<file path="src/hdl/fspc_pkg.sv">
// Shared types and constants for the five-stage pipeline core.
`timescale 1ns / 1ps

package fspc_pkg;

  localparam int DATA_WORDS     = 256;
  localparam int DM_AW          = (DATA_WORDS > 1) ? $clog2(DATA_WORDS) : 1;
  localparam int REGISTER_COUNT = 8;
  localparam int RF_AW          = $clog2(REGISTER_COUNT);

  localparam int IN_W  = 24;
  localparam int OUT_W = 48;

  // Opcodes.
  localparam logic [3:0] OP_RTYPE = 4'd0;
  localparam logic [3:0] OP_JUMP  = 4'd2;
  localparam logic [3:0] OP_ADDI  = 4'd4;
  localparam logic [3:0] OP_BEQ   = 4'd8;
  localparam logic [3:0] OP_LW    = 4'd11;
  localparam logic [3:0] OP_SW    = 4'd15;

  // ALU operations; R-type funct codes map onto these directly.
  localparam logic [2:0] ALU_ADD  = 3'd0;
  localparam logic [2:0] ALU_SUB  = 3'd2;
  localparam logic [2:0] ALU_AND  = 3'd4;
  localparam logic [2:0] ALU_OR   = 3'd5;
  localparam logic [2:0] ALU_NONE = 3'd7;

  typedef struct packed {
    logic        valid;
    logic [15:0] word;
    logic [11:0] pc_next;
  } fd_t;

  typedef struct packed {
    logic        valid;
    logic [2:0]  alu_op;
    logic        use_imm;
    logic        is_branch;
    logic        is_jump;
    logic        mem_write;
    logic        reg_write;
    logic        from_mem;
    logic [2:0]  dest;
    logic [7:0]  a;
    logic [7:0]  b;
    logic [5:0]  imm;
    logic [11:0] pc_next;
    logic [11:0] target;
  } de_t;

  typedef struct packed {
    logic        valid;
    logic        is_branch;
    logic        is_jump;
    logic        mem_write;
    logic        reg_write;
    logic        from_mem;
    logic        zero;
    logic [2:0]  dest;
    logic [7:0]  result;
    logic [7:0]  store_data;
    logic [11:0] branch_pc;
    logic [11:0] target;
  } em_t;

  typedef struct packed {
    logic       valid;
    logic       reg_write;
    logic       from_mem;
    logic [2:0] dest;
    logic [7:0] result;
    logic [7:0] loaded;
  } mw_t;

endpackage

</file>
<file path="src/hdl/fspc_ram.sv">
// Generic single-write, single-read RAM with registered read data.
`timescale 1ns / 1ps

module fspc_ram #(
  parameter int WIDTH = 8,
  parameter int DEPTH = 256
) (
  input  logic                                    clk,
  input  logic                                    we,
  input  logic [((DEPTH > 1) ? $clog2(DEPTH) : 1)-1:0] waddr,
  input  logic [WIDTH-1:0]                        wdata,
  input  logic                                    re,
  input  logic [((DEPTH > 1) ? $clog2(DEPTH) : 1)-1:0] raddr,
  output logic [WIDTH-1:0]                        rdata
);

  logic [WIDTH-1:0] mem_r [DEPTH];
  logic [WIDTH-1:0] rdata_r;

  always_ff @(posedge clk) begin
    if (we) begin
      mem_r[waddr] <= wdata;
    end
    if (re) begin
      rdata_r <= mem_r[raddr];
    end
  end

  assign rdata = rdata_r;

endmodule

</file>
<file path="src/hdl/five_stage_pipeline_core.sv">
// Five-stage in-order pipeline core: latches, register file and data memory around them.
// A request's result sits in the output register in the cycle after it is accepted.
// Throughput: one request per cycle unless the output stalls; each advances all five stages by one step.
// Register file and data memory are synchronous RAMs read one request ahead, with
// forwarding of the write done in the same cycle as the read.
// Reset clears pc, stage latches and per-entry valid bits at once; no clearing pass.
`timescale 1ns / 1ps

module five_stage_pipeline_core (
  input  logic                      clk,
  input  logic                      rst_n,
  input  logic                      in_tvalid,
  output logic                      in_tready,
  // [0] instr_valid, [16:1] instr_word, [23:17] zero
  input  logic [fspc_pkg::IN_W-1:0] in_tdata,
  output logic                      out_tvalid,
  input  logic                      out_tready,
  // [11:0] next_pc, [12] redirect, [13] reg_write_valid, [16:14] reg_write_index,
  // [24:17] reg_write_value, [25] mem_write_valid, [33:26] mem_write_address,
  // [41:34] mem_write_value, [42] alu_overflow, [47:43] zero
  output logic [fspc_pkg::OUT_W-1:0] out_tdata
);

  logic acc;

  fspc_pkg::fd_t fd_r, fd_nxt;
  fspc_pkg::de_t de_r, de_nxt;
  fspc_pkg::em_t em_r, em_nxt;
  fspc_pkg::mw_t mw_r, mw_nxt;
  logic [11:0]   pc_r, pc_nxt;

  logic                        out_valid_r;
  logic [fspc_pkg::OUT_W-1:0]  out_data_r, out_data_nxt;

  // register file side
  logic [fspc_pkg::REGISTER_COUNT-1:0] rf_vld_r;
  logic                                wb_en;
  logic [7:0]                          wb_val;
  logic [2:0]                          in_rs, in_rt, fd_rs, fd_rt;
  logic [7:0]                          rf_rdata_a, rf_rdata_b;
  logic                                rf_hit_a_r, rf_hit_b_r, rf_vld_a_r, rf_vld_b_r;
  logic [7:0]                          rf_fwd_r;
  logic [7:0]                          reg_a, reg_b;

  // data memory side
  logic [fspc_pkg::DATA_WORDS-1:0] dm_vld_r;
  logic                            st_inrange, st_en, rd_inrange;
  logic [fspc_pkg::DM_AW-1:0]      st_idx, rd_idx;
  logic [7:0]                      dm_rdata;
  logic                            dm_hit_r, dm_vld_rd_r, dm_inrange_r;
  logic [7:0]                      dm_fwd_r;
  logic [7:0]                      mem_load;

  // execute
  logic [8:0] alu_x, alu_y, alu_sum, alu_dif;
  logic [7:0] alu_res;
  logic       alu_ovf;

  logic redir;

  assign in_tready  = !out_valid_r || out_tready;
  assign acc        = in_tvalid && in_tready;
  assign out_tvalid = out_valid_r;
  assign out_tdata  = out_data_r;

  // ---------------- write-back
  assign wb_en  = mw_r.valid && mw_r.reg_write;
  assign wb_val = mw_r.from_mem ? mw_r.loaded : mw_r.result;

  // ---------------- memory
  assign st_inrange = ({1'b0, em_r.result} < 9'(fspc_pkg::DATA_WORDS));
  assign st_en      = em_r.valid && em_r.mem_write && st_inrange;
  assign st_idx     = em_r.result[fspc_pkg::DM_AW-1:0];

  always_comb begin
    priority if (!dm_inrange_r) begin
      mem_load = 8'd0;
    end else if (dm_hit_r) begin
      mem_load = dm_fwd_r;
    end else if (dm_vld_rd_r) begin
      mem_load = dm_rdata;
    end else begin
      mem_load = 8'd0;
    end
  end

  always_comb begin
    mw_nxt = '0;
    redir  = 1'b0;
    pc_nxt = pc_r;
    if (em_r.valid) begin
      mw_nxt.valid     = 1'b1;
      mw_nxt.reg_write = em_r.reg_write;
      mw_nxt.from_mem  = em_r.from_mem;
      mw_nxt.dest      = em_r.dest;
      mw_nxt.result    = em_r.result;
      mw_nxt.loaded    = mem_load;
      priority if (em_r.is_jump) begin
        pc_nxt = em_r.target;
        redir  = 1'b1;
      end else if (em_r.is_branch && em_r.zero) begin
        pc_nxt = em_r.branch_pc;
        redir  = 1'b1;
      end else begin
        pc_nxt = pc_r;
      end
    end
    // fetch: the redirect target beats the increment
    if (in_tdata[0] && !redir) begin
      pc_nxt = pc_r + 12'd1;
    end
  end

  // ---------------- execute
  assign alu_x   = {de_r.a[7], de_r.a};
  assign alu_y   = de_r.use_imm ? {{3{de_r.imm[5]}}, de_r.imm} : {de_r.b[7], de_r.b};
  assign alu_sum = alu_x + alu_y;
  assign alu_dif = alu_x - alu_y;

  always_comb begin
    alu_res = 8'd0;
    alu_ovf = 1'b0;
    unique case (de_r.alu_op)
      fspc_pkg::ALU_ADD: begin
        alu_res = alu_sum[7:0];
        alu_ovf = alu_sum[8] ^ alu_sum[7];
      end
      fspc_pkg::ALU_SUB: begin
        alu_res = alu_dif[7:0];
        alu_ovf = alu_dif[8] ^ alu_dif[7];
      end
      fspc_pkg::ALU_AND: alu_res = alu_x[7:0] & alu_y[7:0];
      fspc_pkg::ALU_OR:  alu_res = alu_x[7:0] | alu_y[7:0];
      default: begin
        alu_res = 8'd0;
        alu_ovf = 1'b0;
      end
    endcase
  end

  always_comb begin
    em_nxt = '0;
    if (de_r.valid) begin
      em_nxt.valid      = 1'b1;
      em_nxt.result     = alu_res;
      em_nxt.zero       = (alu_res == 8'd0);
      em_nxt.is_branch  = de_r.is_branch;
      em_nxt.is_jump    = de_r.is_jump;
      em_nxt.mem_write  = de_r.mem_write;
      em_nxt.reg_write  = de_r.reg_write;
      em_nxt.from_mem   = de_r.from_mem;
      em_nxt.dest       = de_r.dest;
      em_nxt.store_data = de_r.b;
      em_nxt.branch_pc  = de_r.pc_next + {{6{de_r.imm[5]}}, de_r.imm};
      em_nxt.target     = de_r.target;
    end
  end

  // issue the load read one request ahead, at the address execute produces now
  assign rd_inrange = ({1'b0, em_nxt.result} < 9'(fspc_pkg::DATA_WORDS));
  assign rd_idx     = em_nxt.result[fspc_pkg::DM_AW-1:0];

  // ---------------- decode
  assign fd_rs = fd_r.word[11:9];
  assign fd_rt = fd_r.word[8:6];

  always_comb begin
    priority if (wb_en && mw_r.dest == fd_rs) begin
      reg_a = wb_val;
    end else if (rf_hit_a_r) begin
      reg_a = rf_fwd_r;
    end else if (rf_vld_a_r) begin
      reg_a = rf_rdata_a;
    end else begin
      reg_a = 8'd0;
    end
    priority if (wb_en && mw_r.dest == fd_rt) begin
      reg_b = wb_val;
    end else if (rf_hit_b_r) begin
      reg_b = rf_fwd_r;
    end else if (rf_vld_b_r) begin
      reg_b = rf_rdata_b;
    end else begin
      reg_b = 8'd0;
    end
  end

  always_comb begin
    de_nxt = '0;
    if (fd_r.valid) begin
      de_nxt.valid   = 1'b1;
      de_nxt.pc_next = fd_r.pc_next;
      de_nxt.a       = reg_a;
      de_nxt.b       = reg_b;
      de_nxt.imm     = fd_r.word[5:0];
      de_nxt.dest    = fd_rt;
      unique case (fd_r.word[15:12])
        fspc_pkg::OP_RTYPE: begin
          de_nxt.alu_op    = fd_r.word[2:0];
          de_nxt.reg_write = 1'b1;
          de_nxt.dest      = fd_r.word[5:3];
        end
        fspc_pkg::OP_ADDI: begin
          de_nxt.alu_op    = fspc_pkg::ALU_ADD;
          de_nxt.use_imm   = 1'b1;
          de_nxt.reg_write = 1'b1;
        end
        fspc_pkg::OP_LW: begin
          de_nxt.alu_op    = fspc_pkg::ALU_ADD;
          de_nxt.use_imm   = 1'b1;
          de_nxt.reg_write = 1'b1;
          de_nxt.from_mem  = 1'b1;
        end
        fspc_pkg::OP_SW: begin
          de_nxt.alu_op    = fspc_pkg::ALU_ADD;
          de_nxt.use_imm   = 1'b1;
          de_nxt.mem_write = 1'b1;
        end
        fspc_pkg::OP_BEQ: begin
          de_nxt.alu_op    = fspc_pkg::ALU_SUB;
          de_nxt.is_branch = 1'b1;
        end
        fspc_pkg::OP_JUMP: begin
          de_nxt.alu_op  = fspc_pkg::ALU_NONE;
          de_nxt.is_jump = 1'b1;
          de_nxt.target  = fd_r.word[11:0];
        end
        default: de_nxt = '0;  // unknown opcode: drop to a bubble
      endcase
    end
  end

  // ---------------- fetch
  assign in_rs = in_tdata[12:10];
  assign in_rt = in_tdata[9:7];

  always_comb begin
    fd_nxt = '0;
    if (in_tdata[0]) begin
      fd_nxt.valid   = 1'b1;
      fd_nxt.word    = in_tdata[16:1];
      fd_nxt.pc_next = pc_r + 12'd1;
    end
  end

  // ---------------- result
  always_comb begin
    out_data_nxt          = '0;
    out_data_nxt[11:0]    = pc_nxt;
    out_data_nxt[12]      = redir;
    out_data_nxt[13]      = wb_en;
    out_data_nxt[16:14]   = wb_en ? mw_r.dest : 3'd0;
    out_data_nxt[24:17]   = wb_en ? wb_val : 8'd0;
    out_data_nxt[25]      = st_en;
    out_data_nxt[33:26]   = (em_r.valid && em_r.mem_write) ? em_r.result : 8'd0;
    out_data_nxt[41:34]   = (em_r.valid && em_r.mem_write) ? em_r.store_data : 8'd0;
    out_data_nxt[42]      = de_r.valid && alu_ovf;
  end

  // ---------------- memories
  fspc_ram #(.WIDTH(8), .DEPTH(fspc_pkg::REGISTER_COUNT)) u_rf_a (
    .clk   (clk),
    .we    (acc && wb_en),
    .waddr (mw_r.dest),
    .wdata (wb_val),
    .re    (acc),
    .raddr (in_rs),
    .rdata (rf_rdata_a)
  );

  fspc_ram #(.WIDTH(8), .DEPTH(fspc_pkg::REGISTER_COUNT)) u_rf_b (
    .clk   (clk),
    .we    (acc && wb_en),
    .waddr (mw_r.dest),
    .wdata (wb_val),
    .re    (acc),
    .raddr (in_rt),
    .rdata (rf_rdata_b)
  );

  fspc_ram #(.WIDTH(8), .DEPTH(fspc_pkg::DATA_WORDS)) u_dmem (
    .clk   (clk),
    .we    (acc && st_en),
    .waddr (st_idx),
    .wdata (em_r.store_data),
    .re    (acc),
    .raddr (rd_idx),
    .rdata (dm_rdata)
  );

  // ---------------- registers
  always_ff @(posedge clk) begin
    if (!rst_n) begin
      fd_r        <= '0;
      de_r        <= '0;
      em_r        <= '0;
      mw_r        <= '0;
      pc_r        <= '0;
      out_valid_r <= 1'b0;
      rf_vld_r    <= '0;
      dm_vld_r    <= '0;
    end else begin
      if (acc) begin
        fd_r        <= fd_nxt;
        de_r        <= de_nxt;
        em_r        <= em_nxt;
        mw_r        <= mw_nxt;
        pc_r        <= pc_nxt;
        out_valid_r <= 1'b1;
        if (wb_en) begin
          rf_vld_r[mw_r.dest] <= 1'b1;
        end
        if (st_en) begin
          dm_vld_r[st_idx] <= 1'b1;
        end
      end else if (out_tready) begin
        out_valid_r <= 1'b0;
      end
    end
  end

  // read-side capture: hold until the next request
  always_ff @(posedge clk) begin
    if (acc) begin
      out_data_r   <= out_data_nxt;
      rf_hit_a_r   <= wb_en && mw_r.dest == in_rs;
      rf_hit_b_r   <= wb_en && mw_r.dest == in_rt;
      rf_fwd_r     <= wb_val;
      rf_vld_a_r   <= rf_vld_r[in_rs];
      rf_vld_b_r   <= rf_vld_r[in_rt];
      dm_hit_r     <= st_en && rd_inrange && st_idx == rd_idx;
      dm_fwd_r     <= em_r.store_data;
      dm_vld_rd_r  <= rd_inrange && dm_vld_r[rd_idx];
      dm_inrange_r <= rd_inrange;
    end
  end

  // ---------------- assertions
  a_acc_gives_result: assert property (@(posedge clk) disable iff (!rst_n)
    acc |=> out_valid_r)
    else $error("accepted request produced no result");

  a_bubble_enters: assert property (@(posedge clk) disable iff (!rst_n)
    acc && !in_tdata[0] |=> !fd_r.valid)
    else $error("bubble did not reach decode latch");

  a_pc_increment: assert property (@(posedge clk) disable iff (!rst_n)
    acc && in_tdata[0] && !redir |=> pc_r == $past(pc_r) + 12'd1)
    else $error("pc did not advance on fetch");

  a_dm_fwd_in_range: assert property (@(posedge clk) disable iff (!rst_n)
    dm_hit_r |-> dm_inrange_r)
    else $error("data memory forward hit outside range");

endmodule
</file>
<file path="config.mk">
export PLATFORM = sky130hd
export DESIGN_NAME = five_stage_pipeline_core
export DESIGN_NICKNAME = d
export VERILOG_FILES = /design/src/hdl/fspc_pkg.sv /design/src/hdl/fspc_ram.sv /design/src/hdl/five_stage_pipeline_core.sv
export SDC_FILE = /design/constraint.sdc
export NUM_CORES = 2
export LEC_CHECK = 0
export BUFFER_PORTS_ARGS = -buffer_cell sky130_fd_sc_hd__buf_4
export CELL_PAD_IN_SITES_DETAIL_PLACEMENT = 1
export CELL_PAD_IN_SITES_GLOBAL_PLACEMENT = 1
export CORE_ASPECT_RATIO = 0.5
export CORE_UTILIZATION = 55
export DETAILED_ROUTE_END_ITERATION = 16
export GPL_ROUTABILITY_DRIVEN = 0
export GPL_TIMING_DRIVEN = 0
export PLACE_DENSITY_LB_ADDON = 0.1
export SYNTH_ARGS = -nofsm -noshare
export SYNTH_HDL_FRONTEND = slang
export SYNTH_HIERARCHICAL = 1
export SYNTH_SLANG_ARGS = --single-unit
</file>
<file path="constraint.sdc">
create_clock -name clk -period 6.7 [get_ports clk]
set_input_delay 0.67 -clock clk [delete_from_list [all_inputs] [get_ports clk]]
set_output_delay 0.67 -clock clk [all_outputs]
set_load 0.1 [all_outputs]
</file>
==> flow_metrics.tcl <==
set metrics [dict create \
    synth_area_per_cell_um2 16.61 \
    r2r_slack_ns -0.09 \
    post_synth_top_area_share 0.6283 \
    tritoncts_clock_tree "built" \
    max_freq_ghz 0.1474 \
    status "finished with violations" \
    final_cells 9654 \
    worstPathArrival_ns 7.35 \
    drt-wirelength-per-cell_um 38.10 \
    worst_hold_path.num_cells 3 \
    clk_root_buffer_cell "sky130_fd_sc_hd__clkbuf_16" \
    final-max-slew-violation-count 0 \
    hold_ws_ns 0.09961 \
    crit_required_ns 7.26 \
    crit_path_end_kind "flop" \
    ctsLongestPathBuffers 4 \
    drc 0 \
    crit_type "flop to flop" \
    placement_rows 114 \
    worst_case_setup_margin_in_the_final_layout_ns -0.08623 \
    cts_made_buffers 232 \
    worst_path_most_repeated_cell "sky130_fd_sc_hd__buf_6" \
    clk_latency_ns 0.92 \
    chipHeight_um 315.7 \
    floorplan.initialDensity 0.5568 \
    wirelength_mm 367.9 \
    synth.top_cells.by_count "2265 x sky130_fd_sc_hd__edfxtp_1, 594 x sky130_fd_sc_hd__nor2_1, 461 x sky130_fd_sc_hd__mux4_2" \
    design.die.area_mm2 0.1987 \
    vias 66750 \
    clock_sink_count 2702 \
    post_synth_instance_area_mm2 0.1082 \
    drv_cap 0 \
    synth.most_common_cell "sky130_fd_sc_hd__edfxtp_1" \
    antenna_found_initial 15 \
    crit_path_max_fo 14 \
    placeableCoreArea_mm2 0.1944 \
    critPathMaxStageDelay_ns 0.72 \
    grt_pass1_vias 66990 \
    synth_largest_area_cell "sky130_fd_sc_hd__edfxtp_1" \
    edff_count_synth 2265 \
    timing.final.crit_period_ns 6.786 \
    crit-reg2reg-launch "de_r[54]$_SDFFE_PN0P_" \
    clk_transition_reported_paths_ns 0.07 \
    min_period_over_period 1.013 \
    postCtsHoldBufs 0 \
    hpwl_mm 251.1 \
    grt_overflow_total 0 \
    reg2regPathDepth 20 \
    hold_viol 0 \
    h-tree-depth 4 \
    final.setup_skew_ns 0.08089 \
    io_pins 78 \
    grt_pass1_wl_mm 508.6 \
    port_buffers 64 \
    synthArstFlopShare 0 \
    largest_net_degree_at_the_start_of_global_routing 101 \
    crit_path_top_delay_cell "sky130_fd_sc_hd__nor4_4" \
    initialDrtViolationCount 9481 \
    worst_ir_drop_vdd_v 0.0002135 \
    die-width_um 629.4 \
    synth_cell_types 99 \
    crit_path_cell_trace "mux2i_1 -> inv_1 -> ha_1 -> fa_1 -> nand2_1 -> o2111ai_2 -> and2_1 -> buf_6 -> clkinv_2 -> buf_6 -> buf_4 -> buf_6 -> buf_2 -> or3b_2 -> clkbuf_2 -> o22ai_1 -> o21ai_0 -> nand3_1 -> nor4_4 -> nor4_4" \
    postSynth.topFlopCell "sky130_fd_sc_hd__edfxtp_1" \
    drtAntennaViolNets 0 \
    globalRouteTotalUtil 0.3670 \
    final_core_utilization 0.6223 \
    synthesis.instances 6517 \
    report.power.total_mw 31.89 \
    place_inst 9227 \
    area_growth_pct 11.77 \
    critical_path.reg2reg.endpoint "u_dmem/rdata[2]$_DFFE_PP_" \
    detailedRoute.firstPassIterationCount 8 \
    setup_viol_count_final 5 \
    yosys_warnings 6 \
    worstMarginPinSlew_ns 1.451 \
    min-delay-start "in_tvalid" \
    failing_checks "negative setup slack" \
    max_slew_margin 0.03048 \
    yosys_register_bits 2702 \
    synth_sequential_area_ratio 0.7092 \
    timing.hold.worst.class "input pin to flop" \
    final_layout_size_suffix_gt1_frac 0.1759 \
    routed_via_density 6.915 \
    yosys-top-cells-area "sky130_fd_sc_hd__edfxtp_1 63%, sky130_fd_sc_hd__mux4_2 9.6%, sky130_fd_sc_hd__dfxtp_1 8.1%" \
    power_per_cell_area_mw_per_mm2 263.6 \
    crit_path_start_kind "flop" \
    whs_endpoint "out_tvalid$_SDFFE_PN0P_" \
    power.static_leakage_nw 34.94 \
    final_nets 6923 \
]
-- cells by family (layout without fill, tap and decap cells) --
logic type	count (synthesis)	in the layout	synth area share
and+or+nand+nor	1376	1376	0.05768
DFF	2702	2702	0.7092
buffers and inverters	507	1024	0.02474
adders and majority gates	43	43	0.005178
muxes	711	711	0.1241
xor gates and xnor gates	57	57	0.004612
AOI/OAI and AO/OA	1120	1120	0.07446
other	1	11	0.00003464
-- worst max-delay path, delay by kind of cell (launching register included) --
family          cells  cell delay (ns)
fa+ha+maj           2             0.66
flops               1             0.49
compound gates      3             0.82
buf+inv             8             2.05
simple gates        6             2.08
mux                 1             0.31
-- area by class of cell --
class                      instances  area [µm²]
antenna                            6       15.01
buffer                           446        2659
clock buffer                     291        6110
clock inverter                   129        1119
fill                           17190       73430
inverter                          56       225.2
multi-input combinational       3312       29490
sequential                      2702       76790
tap                             2610        3266
timing repair buffer             102        1309
-- cell usage in the layout, fill, tap and decap left out, types with 26 or more instances in the layout --
master and instances:
sky130_fd_sc_hd__nor3_1 40, sky130_fd_sc_hd__nor2_1 591, sky130_fd_sc_hd__clkbuf_16 234, sky130_fd_sc_hd__and3_1 39
sky130_fd_sc_hd__clkinv_1 58, sky130_fd_sc_hd__o22ai_1 71, sky130_fd_sc_hd__a211oi_1 30, sky130_fd_sc_hd__edfxtp_1 2265
sky130_fd_sc_hd__clkbuf_1 253, sky130_fd_sc_hd__clkbuf_2 48, sky130_fd_sc_hd__a21boi_0 87, sky130_fd_sc_hd__mux4_1 32
sky130_fd_sc_hd__ha_1 40, sky130_fd_sc_hd__xor2_1 32, sky130_fd_sc_hd__inv_1 49, sky130_fd_sc_hd__nand2_1 303
sky130_fd_sc_hd__buf_6 36, sky130_fd_sc_hd__o221ai_1 52, sky130_fd_sc_hd__nor2b_1 127, sky130_fd_sc_hd__mux4_2 461
sky130_fd_sc_hd__buf_2 45, sky130_fd_sc_hd__a21oi_1 175, sky130_fd_sc_hd__o21a_1 261, sky130_fd_sc_hd__mux2i_1 191
sky130_fd_sc_hd__nand3_1 120, sky130_fd_sc_hd__mux2_2 26, sky130_fd_sc_hd__clkinv_2 43, sky130_fd_sc_hd__a22oi_1 218
sky130_fd_sc_hd__dfxtp_1 428, sky130_fd_sc_hd__buf_4 120, sky130_fd_sc_hd__o21ai_0 40
-- flip-flops by register name, summed over array words and instances (netlist names), 29 cells and up --
register	flops
em_r	42
de_r	51
out_tdata	43
fd_r	29
u_dmem/mem_r	2048
u_rf_b/mem_r	64
dm_vld_r	256
u_rf_a/mem_r	64
-- routing by layer --
layer,track usage,share of wire,vias to the layer above,wire length (µm)
met3,0.1025,0.13,931,46530
li1,-,-,26290,-
met1,0.4925,0.37,34830,135900
met2,0.5562,0.44,4688,163300
met5,0,0.00049,-,180
met4,0.1884,0.060,10,21910
-- worst max path at each step --
stage | end | from | cells after the start
after global placement | u_dmem/rdata[7]$_DFFE_PP_ | de_r[54]$_SDFFE_PN0P_ | 19
after detailed placement | u_dmem/rdata[5]$_DFFE_PP_ | de_r[54]$_SDFFE_PN0P_ | 19
after CTS | u_dmem/rdata[4]$_DFFE_PP_ | de_r[54]$_SDFFE_PN0P_ | 21
after global routing | u_dmem/rdata[2]$_DFFE_PP_ | de_r[54]$_SDFFE_PN0P_ | 17
after floorplan | dm_fwd_r[0]$_DFFE_PP_ | out_tvalid$_SDFFE_PN0P_ | 5
final | u_dmem/rdata[2]$_DFFE_PP_ | de_r[54]$_SDFFE_PN0P_ | 20
-- stage by stage --
stage | worst slack (ns) | cell area, µm² | TNS [ns]
floorplan | 1.183 | 108300 | 0
finish | -0.08623 | 121000 | -0.2053
detailed placement | -2.506 | 112900 | -17.01
global route | -0.01099 | 121000 | -0.01099
CTS | 0.004317 | 120800 | 0
global placement | -2.581 | 112000 | -3497.34
-- power breakdown --
group / switching, mW / internal [mW] / leakage [nW] / total (mW)
registers: 0.0279 / 18.0 / 21.9 / 18.0
clock network: 6.18 / 7.20 / 3.54 / 13.4
logic: 0.376 / 0.126 / 9.46 / 0.502
-- timing repair --
item / 4_1_cts / 5_1_grt
pin swaps: 5 / 8
endpoints found under the setup margin: 8 / 8
gates resized for setup: 189 / 54
cloned: 0 / 0
buffers inserted: 4 / 2
No activity file was read; power rests on OpenSTA's default activity.
